==> config.mk <==
export PLATFORM = sky130hd
export DESIGN_NAME = crc_checked_block_max_select
export DESIGN_NICKNAME = d
export VERILOG_FILES = /design/src/sv/cbms_pkg.sv /design/src/sv/crc_checked_block_max_select.sv
export SDC_FILE = /design/constraint.sdc
export NUM_CORES = 1
export LEC_CHECK = 0
export ABC_CLOCK_PERIOD_IN_PS = 6600
export BUFFER_PORTS_ARGS = -buffer_cell sky130_fd_sc_hd__buf_2
export CAP_MARGIN = 10
export CORE_ASPECT_RATIO = 1.4
export CORE_UTILIZATION = 32
export CTS_CLUSTER_DIAMETER = 100
export DETAILED_ROUTE_END_ITERATION = 12
export PLACE_DENSITY = 0.54
export SLEW_MARGIN = 5
export SYNTH_ARGS = -nofsm -noshare
export SYNTH_HDL_FRONTEND = slang
export SYNTH_SLANG_ARGS = --single-unit
==> constraint.sdc <==
create_clock -name clk -period 6.6 [get_ports clk]
set_input_delay 1.32 -clock clk [delete_from_list [all_inputs] [get_ports clk]]
set_output_delay 1.32 -clock clk [all_outputs]
set_load 0.02 [all_outputs]
==> src/sv/cbms_pkg.sv <==
// ----------------------------------------------------------------------------
// cbms_pkg
// Widths, constants and the CRC-8 check function of the block maximum selector.
// ----------------------------------------------------------------------------
package cbms_pkg;

	localparam int WORD_W  = 32;
	localparam int VALUE_W = 24;
	localparam int CRC_W   = 8;
	localparam int INDEX_W = 8;

	localparam logic [INDEX_W-1:0] INDEX_MAX = '1;

	// The CRC starts at zero and is linear, so each value bit adds a fixed
	// column to the result. The columns follow from the 0x1D right-shift step.
	localparam logic [CRC_W-1:0] CRC_COL [VALUE_W] = '{
		8'h0D, 8'h07, 8'h0E, 8'h01, 8'h02, 8'h04, 8'h08, 8'h0D,
		8'h07, 8'h0E, 8'h01, 8'h02, 8'h04, 8'h08, 8'h0D, 8'h07,
		8'h0E, 8'h01, 8'h02, 8'h04, 8'h08, 8'h0D, 8'h07, 8'h0E
	};

	function automatic logic [CRC_W-1:0] crc8_of(input logic [VALUE_W-1:0] value);
		logic [CRC_W-1:0] crc;
		crc = '0;
		for (int i = 0; i < VALUE_W; i++) begin
			if (value[i]) begin
				crc = crc ^ CRC_COL[i];
			end
		end
		return crc;
	endfunction

endpackage

==> src/sv/crc_checked_block_max_select.sv <==
// Pipeline: an input register, then a result register, from input transaction to result.
// Throughput: one block word per cycle unless the output stalls; the CRC is a flat XOR
// network, the running maximum a single 24-bit compare, both between the two registers.
// Reset: arst_n clears the pipeline valids, the kept maximum and the run position.
// The run state also clears itself after the block marked last.
// ----------------------------------------------------------------------------
// crc_checked_block_max_select
// Checks each stored block word against its CRC-8 and tracks the largest valid value.
// ----------------------------------------------------------------------------
module crc_checked_block_max_select
	import cbms_pkg::*;
(
	input  logic                clk,
	input  logic                arst_n,
	input  logic                in_valid,
	output logic                in_ready,
	input  logic [WORD_W-1:0]   block_word,
	input  logic                last_block,
	output logic                out_valid,
	input  logic                out_ready,
	output logic [VALUE_W-1:0]  max_value,
	output logic [INDEX_W-1:0]  max_index,
	output logic                block_valid,
	output logic                run_done
);

	logic                valid_s1;
	logic [WORD_W-1:0]   word_s1;
	logic                last_s1;

	logic                valid_s2;
	logic [VALUE_W-1:0]  max_value_s2;
	logic [INDEX_W-1:0]  max_index_s2;
	logic                block_valid_s2;
	logic                run_done_s2;

	logic [VALUE_W-1:0]  best_value_q;
	logic [INDEX_W-1:0]  best_pos_q;
	logic [INDEX_W-1:0]  block_pos_q;

	logic                adv_s2;
	logic                adv_s1;
	logic [VALUE_W-1:0]  value;
	logic                crc_ok;
	logic                take;
	logic [VALUE_W-1:0]  next_value;
	logic [INDEX_W-1:0]  next_pos;

	assign adv_s2   = !valid_s2 || out_ready;
	assign in_ready = !valid_s1 || adv_s2;
	assign adv_s1   = valid_s1 && adv_s2;

	assign value      = word_s1[WORD_W-1 -: VALUE_W];
	assign crc_ok     = (crc8_of(value) == word_s1[CRC_W-1:0]);
	assign take       = crc_ok && (value > best_value_q);
	assign next_value = take ? value : best_value_q;
	assign next_pos   = take ? block_pos_q : best_pos_q;

	always_ff @(posedge clk or negedge arst_n) begin
		if (!arst_n) begin
			valid_s1 <= 1'b0;
		end else if (in_ready) begin
			valid_s1 <= in_valid;
		end
	end

	always_ff @(posedge clk) begin
		if (in_valid && in_ready) begin
			word_s1 <= block_word;
			last_s1 <= last_block;
		end
	end

	always_ff @(posedge clk or negedge arst_n) begin
		if (!arst_n) begin
			valid_s2     <= 1'b0;
			best_value_q <= '0;
			best_pos_q   <= '0;
			block_pos_q  <= '0;
		end else begin
			if (adv_s2) begin
				valid_s2 <= valid_s1;
			end
			if (adv_s1) begin
				if (last_s1) begin
					best_value_q <= '0;
					best_pos_q   <= '0;
					block_pos_q  <= '0;
				end else begin
					best_value_q <= next_value;
					best_pos_q   <= next_pos;
					// The position sticks at its top value on long runs.
					if (block_pos_q != INDEX_MAX) begin
						block_pos_q <= block_pos_q + 1'b1;
					end
				end
			end
		end
	end

	always_ff @(posedge clk) begin
		if (adv_s1) begin
			max_value_s2   <= next_value;
			max_index_s2   <= next_pos;
			block_valid_s2 <= crc_ok;
			run_done_s2    <= last_s1;
		end
	end

	assign out_valid   = valid_s2;
	assign max_value   = max_value_s2;
	assign max_index   = max_index_s2;
	assign block_valid = block_valid_s2;
	assign run_done    = run_done_s2;

endmodule

==> impl_metrics.py, run 1 <==
metrics = {
    "cts": {
        "root_buffer": "clkbuf_16",
        "clk_pin_slew_ns": 0.07,
        "post_cts_buffers": 0,
        "htree_levels": 3,
        "cts_tree": "yes",
        "cts_resized": 0,
        "clk_latency_ns": 0.35,
        "cts_made_buffers": 9,
        "cts.sinks": 109,
        "holdBufCountCts": 0,
        "clk_path_buf_depth": 2,
    },
    "detailed_routing": {
        "drtAntennaViolNets": 0,
        "routed-wl-met2_um": 6830,
        "vias": 3841,
        "first_iter_violations": 185,
        "wl_met1_um": 5630,
        "top_layer_used": "met4",
        "post_drt_wl_per_cell_um": 17.9,
        "via_per_inst": 5.18,
        "routed_wl_um": 13200,
        "dr_wl_met3_um": 483,
        "first_pass_iters": 5,
        "drc_errors": 0,
    },
    "grt": {
        "grt_max_degree": 44,
        "grt_overflow": 0,
        "grt_pass1_wl_um": 21100,
        "grt_pass1_vias": 3939,
        "grt_usage_pct": 15.8,
        "antenna_found_initial": 0,
    },
    "outcome": {
        "status": "completed",
    },
    "timing": {
        "tightest_slew_ns": 1.10,
        "setup_tns_ns": 0,
        "fin_crit_sh_pct": 65.1,
        "final_hold_viol_count": 0,
        "setup_ws_ns": 2.30,
        "slew_headroom_pct": 26.9,
        "finalCriticalPeriod_ns": 4.30,
        "setup_viol": 0,
        "clock_skew_ns": 0.0106,
        "drv_slew": 0,
        "grt_setup_unrepaired": "false",
        "fmax_mhz": 233,
    },
    "finish": {
        "final_cell_mix": "buf_2, nand2_1, edfxtp_1",
        "antenna_cells": 0,
        "fill_cells": 1640,
        "final_common_cell": "buf_2",
        "nets": 595,
        "drive_gt1_share_pct": 23.6,
        "area_delta_synth_final_pct": 15.3,
    },
    "die": {
        "die_area_um2": 17800,
        "ios": 73,
        "start_util_pct": 32.9,
        "die_w_um": 113,
        "die_height_um": 158,
        "fp-row-count": 56,
        "fp.coreArea_um2": 16800,
    },
    "yosys": {
        "synth-edff-count": 67,
        "syn_inst": 472,
        "syn_area_per_cell_um2": 11.7,
        "synth_cell_types": 43,
        "yosys.area.top_type": "edfxtp_1",
        "synth_nets": 534,
        "synth_top_area_share_pct": 36.4,
        "netlist_top_cells_area": "edfxtp_1, dfrtp_1, ha_1",
        "synth-seq-cells": 109,
        "async_flop_share_pct": 38.5,
        "ys_seq_area_share_pct": 55.4,
        "synth-main-ff-cell": "edfxtp_1",
        "netlist_area_um2": 5530,
        "synth_warnings": 0,
    },
    "pwr": {
        "pwr-share-clk_pct": 27.1,
        "sw_frac_of_total_pct": 31.2,
        "power_leakage_nw": 2.48,
        "switchingPower_w": 0.000676,
        "power_density_nw_per_um2": 340,
        "intPower_w": 0.00149,
        "p_seq_share_pct": 45.1,
        "vdd.ir_drop.worst_v": 0.000110,
        "p_comb_share_pct": 27.7,
    },
    "worst_setup_path": {
        "ff2ff_path_depth": 8,
        "crit_arrival_ns": 4.40,
        "r2r_setup_slack_ns": 2.30,
        "critPathLaunchType": "flop",
        "timing.rr.start": "word_s1[25]$_DFFE_PP_",
        "rr_endpoint": "max_value[23]$_DFFE_PP_",
        "criticalPathCategory": "flop to flop",
        "cp.required_ns": 6.70,
        "worstSetupEndpoint": "max_value[23]$_DFFE_PP_",
        "worst_setup_path_end_kind": "flop",
        "crit_fanout": 25,
        "startpoint": "word_s1[25]$_DFFE_PP_",
    },
    "placement": {
        "gp_congestion": 0.813,
        "dp_hpwl_um": 8700,
        "preCtsSetupSlack_ns": 2.06,
        "io_buffer_count": 72,
    },
    "job": {
        "drv_cap": 0,
    },
    "min_path": {
        "holdPathStages": 1,
        "hold_class": "flop to flop",
    },
}
critical path, cell delays in order, from the launching register on:
cell	delay [ns]
edfxtp_1	0.47
ha_1	0.35
nand4_1	0.17
nor4_1	0.11
nand2_1	0.72
o21ai_1	0.54
nor2_2	0.89
buf_4	0.41
mux2_2	0.38
registers in the layout, indices dropped and copies added (netlist names):
name,cells
best_pos_q,8
best_value_q,24
block_pos_q,8
block_valid,1
last_s1,1
max_index,8
max_value,24
out_valid,1
run_done,1
valid_s1,1
word_s1,32
how the worst min path moves through the flow:
stage                    startpoint  slack (ns)                     to
2_1_floorplan     last_s1$_DFFE_PP_        0.42     run_done$_DFFE_PP_
3_3_place_gp   valid_s1$_DFFE_PN0N_        0.47  out_valid$_DFFE_PN0P_
3_5_place_dp   valid_s1$_DFFE_PN0N_        0.48  out_valid$_DFFE_PN0P_
4_1_cts        valid_s1$_DFFE_PN0N_        0.50  out_valid$_DFFE_PN0P_
5_1_grt        valid_s1$_DFFE_PN0N_        0.54  out_valid$_DFFE_PN0P_
6_report       valid_s1$_DFFE_PN0N_        0.49  out_valid$_DFFE_PN0P_
stage by stage:
step	power [W]	area (um2)	cells	utilization, %	hold WS (ns)
3_5_place_dp	0.00160	6060	725	36.0	0.485
5_1_grt	0.00230	6380	741	37.9	0.537
4_1_cts	0.00219	6380	741	37.9	0.495
6_report	0.00217	6380	741	37.9	0.494
2_1_floorplan	0.00142	5530	472	-	0.424
3_3_place_gp	0.00158	6060	725	36.0	0.472
cells in the mapped netlist, types with 15 or more instances:
cell      number
dfrtp_1       42
a21oi_1       15
inv_1         26
o211ai_1      32
mux2_2        20
a311o_1       23
clkbuf_1      20
edfxtp_1      67
xnor2_1       22
o21ai_0       22
ha_1          25
nand2_1       71
cells by family after synthesis:
kind of cell             synth area share (%)
adder cells (fa/ha/maj)                  5.66
buffers and inverters                    4.32
XOR/XNOR                                 4.43
multiplexers                             6.79
AND/OR/NAND/NOR                          9.89
flip-flops                               55.4
AO/OA/AOI/OAI                            13.5
metal layers:
metal  vias up  global-route usage, %
met2        84                   27.8
li1       1846                      -
met1      1892                   18.6
met4         0                   6.89
met5         -                      0
met3        19                   3.00
layout make-up:
type,count,area [um2],area share (%)
Clock inverter,4,72.6,1.14
Clock buffer,12,246,3.87
Timing Repair Buffer,78,405,6.36
Multi-Input combinational cell,307,2230,35.0
Inverter,28,105,1.65
Tap cell,203,254,3.98
Sequential cell,109,3060,48.0
power by group through the flow:
stage / sequential [W] / combinational [W] / clock (W)
6_report: 0.000977 / 0.000601 / 0.000588
2_1_floorplan: 0.00102 / 0.000399 / 0
3_5_place_dp: 0.000993 / 0.000603 / 0
5_1_grt: 0.000997 / 0.000677 / 0.000626
3_3_place_gp: 0.000989 / 0.000594 / 0
4_1_cts: 0.000979 / 0.000607 / 0.000601
Power figures use the tool's default switching activity.
==> inputs of run 2 (changes only) <==
--- a/config.mk
+++ b/config.mk
@@ -5,14 +5,15 @@
 export SDC_FILE = /design/constraint.sdc
 export NUM_CORES = 1
 export LEC_CHECK = 0
-export ABC_CLOCK_PERIOD_IN_PS = 6600
+export ABC_AREA = 1
+export ABC_CLOCK_PERIOD_IN_PS = 3600
 export BUFFER_PORTS_ARGS = -buffer_cell sky130_fd_sc_hd__buf_2
 export CAP_MARGIN = 10
 export CORE_ASPECT_RATIO = 1.4
 export CORE_UTILIZATION = 32
 export CTS_CLUSTER_DIAMETER = 100
 export DETAILED_ROUTE_END_ITERATION = 12
-export PLACE_DENSITY = 0.54
+export PLACE_DENSITY = 0.56
 export SLEW_MARGIN = 5
 export SYNTH_ARGS = -nofsm -noshare
 export SYNTH_HDL_FRONTEND = slang
==> constraint.sdc (replaced) <==
create_clock -name clk -period 3.6 [get_ports clk]
set_input_delay 0.72 -clock clk [delete_from_list [all_inputs] [get_ports clk]]
set_output_delay 0.72 -clock clk [all_outputs]
set_load 0.02 [all_outputs]
==> impl_metrics.py, run 2 <==
metrics = {
    "outcome": {
        "status": "completed",
    },
    "finish": {
        "max_flop_register": "word_s1",
        "antenna_cells": 0,
        "fill_cells": 1892,
        "fin_area_um2": 6780,
        "nets": 800,
        "largest_reg_flops": 32,
        "area_delta_synth_final_pct": 15.7,
        "drive_gt1_share_pct": 22.9,
        "instances_no_fill": 983,
        "final_cell_mix": "nand2_1, buf_2, inv_1",
        "final_common_cell": "nand2_1",
    },
    "detailed_routing": {
        "wl_met1_um": 6080,
        "first_iter_violations": 256,
        "top_layer_used": "met4",
        "routed_wl_um": 14300,
        "via_per_inst": 4.54,
        "vias": 4463,
        "drtAntennaViolNets": 0,
        "drc_errors": 0,
        "routed-wl-met2_um": 7430,
        "dr_wl_met3_um": 572,
        "post_drt_wl_per_cell_um": 14.6,
        "first_pass_iters": 4,
    },
    "timing": {
        "final_hold_viol_count": 0,
        "setup_tns_ns": 0,
        "setup_viol": 0,
        "fmax_mhz": 378,
        "fin_crit_sh_pct": 73.5,
        "drv_slew": 0,
        "finalCriticalPeriod_ns": 2.64,
        "slew_headroom_pct": 29.5,
        "clock_skew_ns": 0.0134,
        "grt_setup_unrepaired": "false",
        "tightest_slew_ns": 1.06,
        "setup_ws_ns": 0.956,
        "fin_hold_ws_ns": 0.487,
    },
    "worst_setup_path": {
        "critPathLaunchType": "flop",
        "cpMostUsedCell": "nand2_1",
        "critPathBufInv": 1,
        "crit_arrival_ns": 2.94,
        "worst_setup_path_end_kind": "flop",
        "cp.required_ns": 3.89,
        "path_delay_family": "simple AND/OR/NAND/NOR gates",
        "worst_path_largest_cell_delay_ns": 0.51,
        "criticalPathCategory": "flop to flop",
        "crit_path_top_delay_cell": "edfxtp_1",
        "crit_fanout": 32,
        "worstPathCellList": "ha_1 -> nand4_1 -> nor2_1 -> nand3_1 -> nor3_1 -> nor2_4 -> nand3_4 -> buf_4 -> nand2_1 -> nand2_1 -> nand2_1 -> nand2_1",
    },
    "cts": {
        "cts_resized": 0,
        "htree_levels": 3,
        "clk_latency_ns": 0.36,
        "clk_path_buf_depth": 2,
        "cts.sinks": 109,
        "cts_made_buffers": 9,
        "holdBufCountCts": 0,
        "post_cts_buffers": 0,
        "cts_tree": "yes",
        "clk_pin_slew_ns": 0.07,
        "root_buffer": "clkbuf_16",
    },
    "placement": {
        "gp_congestion": 0.826,
        "dp_hpwl_um": 9730,
        "post-place-cells": 967,
        "preCtsSetupSlack_ns": 0.978,
        "io_buffer_count": 72,
        "dpl_cell_area_um2": 6460,
    },
    "grt": {
        "grt_pass1_wl_um": 22600,
        "antenna_found_initial": 0,
        "grt_usage_pct": 16.1,
        "grt_max_degree": 43,
        "grt_overflow": 0,
        "grt_pass1_vias": 4271,
    },
    "die": {
        "die_area_um2": 18900,
        "ios": 73,
        "die_w_um": 116,
        "fp-row-count": 58,
        "die_height_um": 162,
        "fp.coreArea_um2": 17900,
        "start_util_pct": 32.7,
    },
    "pwr": {
        "power_density_nw_per_um2": 466,
        "power_leakage_nw": 3.27,
        "vdd.ir_drop.worst_v": 0.000228,
    },
    "yosys": {
        "synth-seq-cells": 109,
        "synth_nets": 727,
        "yosysMostFrequentCell": "nand2_1",
        "syn_area_per_cell_um2": 8.81,
        "yosys.area.top_type": "edfxtp_1",
        "netlist_top_cells_area": "edfxtp_1, dfrtp_1, nand2_1",
        "synth-main-ff-cell": "edfxtp_1",
        "synth_top_area_share_pct": 34.4,
        "synth_warnings": 0,
        "synth_cell_types": 29,
        "synth_common_cells": "nand2_1, inv_1, edfxtp_1, nand2_2, dfrtp_1",
        "ys_seq_area_share_pct": 52.3,
        "netlist_area_um2": 5860,
        "async_flop_share_pct": 38.5,
        "synth-edff-count": 67,
        "syn_inst": 665,
    },
    "job": {
        "drv_cap": 0,
    },
    "min_path": {
        "hold_class": "flop to flop",
    },
}
[run 2: cell count changes in the layout (fill, tap and decap cells not counted), moves of 13 or more]
cell,before,now
a311o_1,23,0
o21ai_0,21,8
nand2_1,71,239
o211ai_1,32,0
nand3_1,2,26
mux2_2,20,0
inv_1,26,70
nand4_1,8,34
xnor2_1,22,3
nand2_2,0,61
[run 2: where the power goes]
group | switching, W | internal (W) | total (W)
clock | 0.000461 | 0.000603 | 0.00106
combinational | 0.000417 | 0.000166 | 0.000583
sequential | 0.0000719 | 0.00144 | 0.00151
total | 0.000951 | 0.00221 | 0.00316
[run 2: cell type report]
cell class / count / area, um2 / share of cell area, %
sequential: 109 / 3060 / 45.2
multi-input combinational: 460 / 2380 / 35.1
timing repair buffer: 81 / 428 / 6.31
tap: 240 / 300 / 4.43
inverter: 77 / 289 / 4.26
clock buffer: 12 / 268 / 3.95
clock inverter: 4 / 51.3 / 0.757
[run 2: path summary, 6_finish.rpt]
kind | slack (ns) | depth (start not counted) | to | from
worst max-delay path | 0.96 | 12 | best_value_q[23]$_DFFE_PN0P_ | word_s1[31]$_DFFE_PP_
max in group asynchronous | 2.40 | 1 | best_value_q[20]$_DFFE_PN0P_ | arst_n
worst max register to register | 0.96 | 12 | best_value_q[23]$_DFFE_PN0P_ | word_s1[31]$_DFFE_PP_
worst min-delay path | 0.49 | 2 | best_pos_q[7]$_DFFE_PN0P_ | best_pos_q[7]$_DFFE_PN0P_
worst min register to register | 0.49 | 2 | best_pos_q[7]$_DFFE_PN0P_ | best_pos_q[7]$_DFFE_PN0P_
min in group asynchronous | 0.54 | 1 | best_value_q[4]$_DFFE_PN0P_ | arst_n
[run 2: cells by family after synthesis]
family                     count (synthesis)  synth area share (%)
buffers and inverters                     96                  7.12
adders and majority gates                 25                  5.34
AOI/OAI and AO/OA                         29                  2.67
xor gates and xnor gates                   7                  1.05
and+or+nand+nor                          399                  31.5
DFF                                      109                  52.3
[run 2: tightest hold or removal path: cells and delay by family (launching register included)]
kind	cells	cell delay [ns]
flip-flops	1	0.35
AND/OR/NAND/NOR	2	0.10
[run 2: layer usage]
metal	global-route usage, %	vias up
li1	-	2294
met1	19.9	2065
met2	28.3	90
met3	1.94	14
met4	6.18	0
met5	0	-
[run 2: per-stage QoR]
stage	util [%]	power, W
after CTS	37.8	0.00320
after detailed placement	36.0	0.00213
after global routing	37.8	0.00331
after floorplan	-	0.00191
final	37.8	0.00316
after global placement	36.0	0.00213
==> inputs of run 3 (changes only) <==
--- a/config.mk
+++ b/config.mk
@@ -5,8 +5,8 @@
 export SDC_FILE = /design/constraint.sdc
 export NUM_CORES = 1
 export LEC_CHECK = 0
-export ABC_AREA = 1
-export ABC_CLOCK_PERIOD_IN_PS = 3600
+export ABC_AREA = 0
+export ABC_CLOCK_PERIOD_IN_PS = 2300
 export BUFFER_PORTS_ARGS = -buffer_cell sky130_fd_sc_hd__buf_2
 export CAP_MARGIN = 10
 export CORE_ASPECT_RATIO = 1.4
==> constraint.sdc (replaced) <==
create_clock -name clk -period 2.3 [get_ports clk]
set_input_delay 0.46 -clock clk [delete_from_list [all_inputs] [get_ports clk]]
set_output_delay 0.46 -clock clk [all_outputs]
set_load 0.02 [all_outputs]
==> impl_metrics.py, run 3 (synthesis gave the netlist of run 1 again) <==
metrics = {
    "timing": {
        "slew_headroom_pct": 67.8,
        "fin_crit_sh_pct": 117,
        "finalCriticalPeriod_ns": 2.70,
        "setup_ws_ns": -0.396,
        "fmax_mhz": 371,
        "setup_viol": 64,
        "tightest_slew_ns": 0.483,
        "grt_setup_unrepaired": "true",
        "final_hold_viol_count": 0,
        "drv_slew": 0,
        "clock_skew_ns": 0.0115,
    },
    "finish": {
        "nets": 682,
        "antenna_cells": 0,
        "largest_reg_flops": 32,
        "instances_no_fill": 828,
        "final-seq-area_um2": 3060,
        "max_flop_register": "word_s1",
        "multi_input_area_um2": 2500,
        "drive_gt1_share_pct": 38.2,
        "final_common_cell": "buf_4",
        "fin_area_um2": 7350,
        "fin_util_pct": 43.7,
        "final_cell_mix": "buf_4, buf_2, nand2_1",
        "area_delta_synth_final_pct": 32.9,
        "fill_cells": 1552,
    },
    "grt": {
        "grt_usage_pct": 17.9,
        "grt_overflow": 0,
        "grt_pass1_wl_um": 24000,
        "grt_max_degree": 34,
        "grt_pass1_vias": 4472,
        "antenna_found_initial": 0,
    },
    "cts": {
        "cts_tree": "yes",
        "clk_pin_slew_ns": 0.07,
        "root_buffer": "clkbuf_16",
        "clk_latency_ns": 0.34,
        "cts_made_buffers": 9,
        "cts.sinks": 109,
        "clk_path_buf_depth": 2,
        "htree_levels": 3,
    },
    "placement": {
        "dp_hpwl_um": 10600,
        "dpl_cell_area_um2": 6610,
        "gp_congestion": 0.870,
        "io_buffer_count": 72,
        "preCtsSetupSlack_ns": -0.429,
        "post-place-cells": 793,
    },
    "die": {
        "start_util_pct": 32.9,
        "ios": 73,
        "die_height_um": 158,
        "fp.coreArea_um2": 16800,
        "die_w_um": 113,
        "fp-row-count": 56,
        "die_area_um2": 17800,
    },
    "outcome": {
        "violations": "negative setup slack",
        "status": "complete, but fails checks",
    },
    "detailed_routing": {
        "drtAntennaViolNets": 0,
        "first_iter_violations": 230,
        "vias": 4263,
        "via_per_inst": 5.15,
        "post_drt_wl_per_cell_um": 18.5,
        "routed_wl_um": 15300,
        "first_pass_iters": 5,
        "drc_errors": 0,
    },
    "worst_setup_path": {
        "worst_setup_path_end_kind": "flop",
        "cp.required_ns": 2.39,
        "startpoint": "word_s1[29]$_DFFE_PP_",
        "critPathLaunchType": "flop",
        "timing.rr.start": "word_s1[29]$_DFFE_PP_",
        "rr_endpoint": "max_value[9]$_DFFE_PP_",
        "worstSetupEndpoint": "max_value[9]$_DFFE_PP_",
        "criticalPathCategory": "flop to flop",
        "crit_fanout": 6,
        "crit_arrival_ns": 2.79,
        "ff2ff_path_depth": 10,
        "r2r_setup_slack_ns": -0.40,
    },
    "pwr": {
        "power_density_nw_per_um2": 911,
        "vdd.ir_drop.worst_v": 0.000414,
        "fin_total_pwr_w": 0.00670,
        "power_leakage_nw": 3.04,
    },
    "job": {
        "drv_cap": 0,
    },
    "min_path": {
        "hold_class": "input port to asynchronous set/reset pin",
    },
}
-- run 3: changes by cell type in the layout (fill, tap and decap cells not counted), moves of 9 or more --
cell and delta:
a311o_1 +23, buf_6 +14, xnor2_1 +11, nor2_1 -9
o211ai_1 +32, nor2b_1 +10, nand3_1 -24, nand2_1 -169
buf_4 +66, mux2_4 +25, nand2_2 -60, nand4_1 -26
inv_1 -44
-- run 3: area by class of cell --
type,count,share of cell area (%)
repair buffers,165,15.5
clock inverters,6,0.749
clock buffers,10,3.11
multi-input cells,307,34.1
inverters,28,1.51
flip-flops and latches,109,41.7
well taps,203,3.45
-- run 3: worst min-delay path by stage --
| stage | slack [ns] | cells past startpoint | from | endpoint |
|---|---|---|---|---|
| 6_report | 0.03 | 1 | arst_n | out_valid$_DFFE_PN0P_ |
| 5_1_grt | 0.05 | 1 | arst_n | out_valid$_DFFE_PN0P_ |
| 4_1_cts | 0.05 | 1 | arst_n | valid_s1$_DFFE_PN0N_ |
| 3_5_place_dp | 0.41 | 1 | arst_n | valid_s1$_DFFE_PN0N_ |
| 3_3_place_gp | 0.41 | 1 | arst_n | out_valid$_DFFE_PN0P_ |
| 2_1_floorplan | 0.16 | 0 | arst_n | best_pos_q[0]$_DFFE_PN0P_ |
-- run 3: routing by layer --
metal  wire [um]  share of wire [%]  GRT usage (%)
met1        6090                 40           19.5
met4         493                3.2           8.96
met5           0                  0              0
met2        8200                 53           33.2
met3         565                3.7           3.00
-- run 3: timing repair --
action                     CTS  global route
setup buffers               13             7
setup endpoints to repair   65            65
hold buffers                 0             0
gates cloned                 2             1
gates resized for setup     57            21
pin swaps                   11            18
-- run 3: power by group --
group	leakage [nW]	switching (W)	internal, W	total (W)
sequential	1.17	0.000232	0.00254	0.00278
combinational	1.73	0.00122	0.00117	0.00239
clock	0.137	0.000690	0.000835	0.00153
total	3.04	0.00214	0.00455	0.00670
-- run 3: worst max-delay path, stage by stage, from the launching register on --
cell	delay [ns]
edfxtp_1	0.51
ha_4	0.34
nand4_1	0.23
nor3_2	0.24
a221oi_1	0.10
o21ai_1	0.14
o21ai_2	0.11
nor2_4	0.20
buf_6	0.14
buf_8	0.13
mux2_4	0.30
-- run 3: stage by stage --
step / hold slack [ns] / setup TNS [ns]
after global routing: 0.0544 / -25.29
after global placement: 0.410 / -23.05
after CTS: 0.0461 / -16.22
final: 0.0348 / -17.75
after detailed placement: 0.407 / -24.86
after floorplan: 0.164 / -1.60
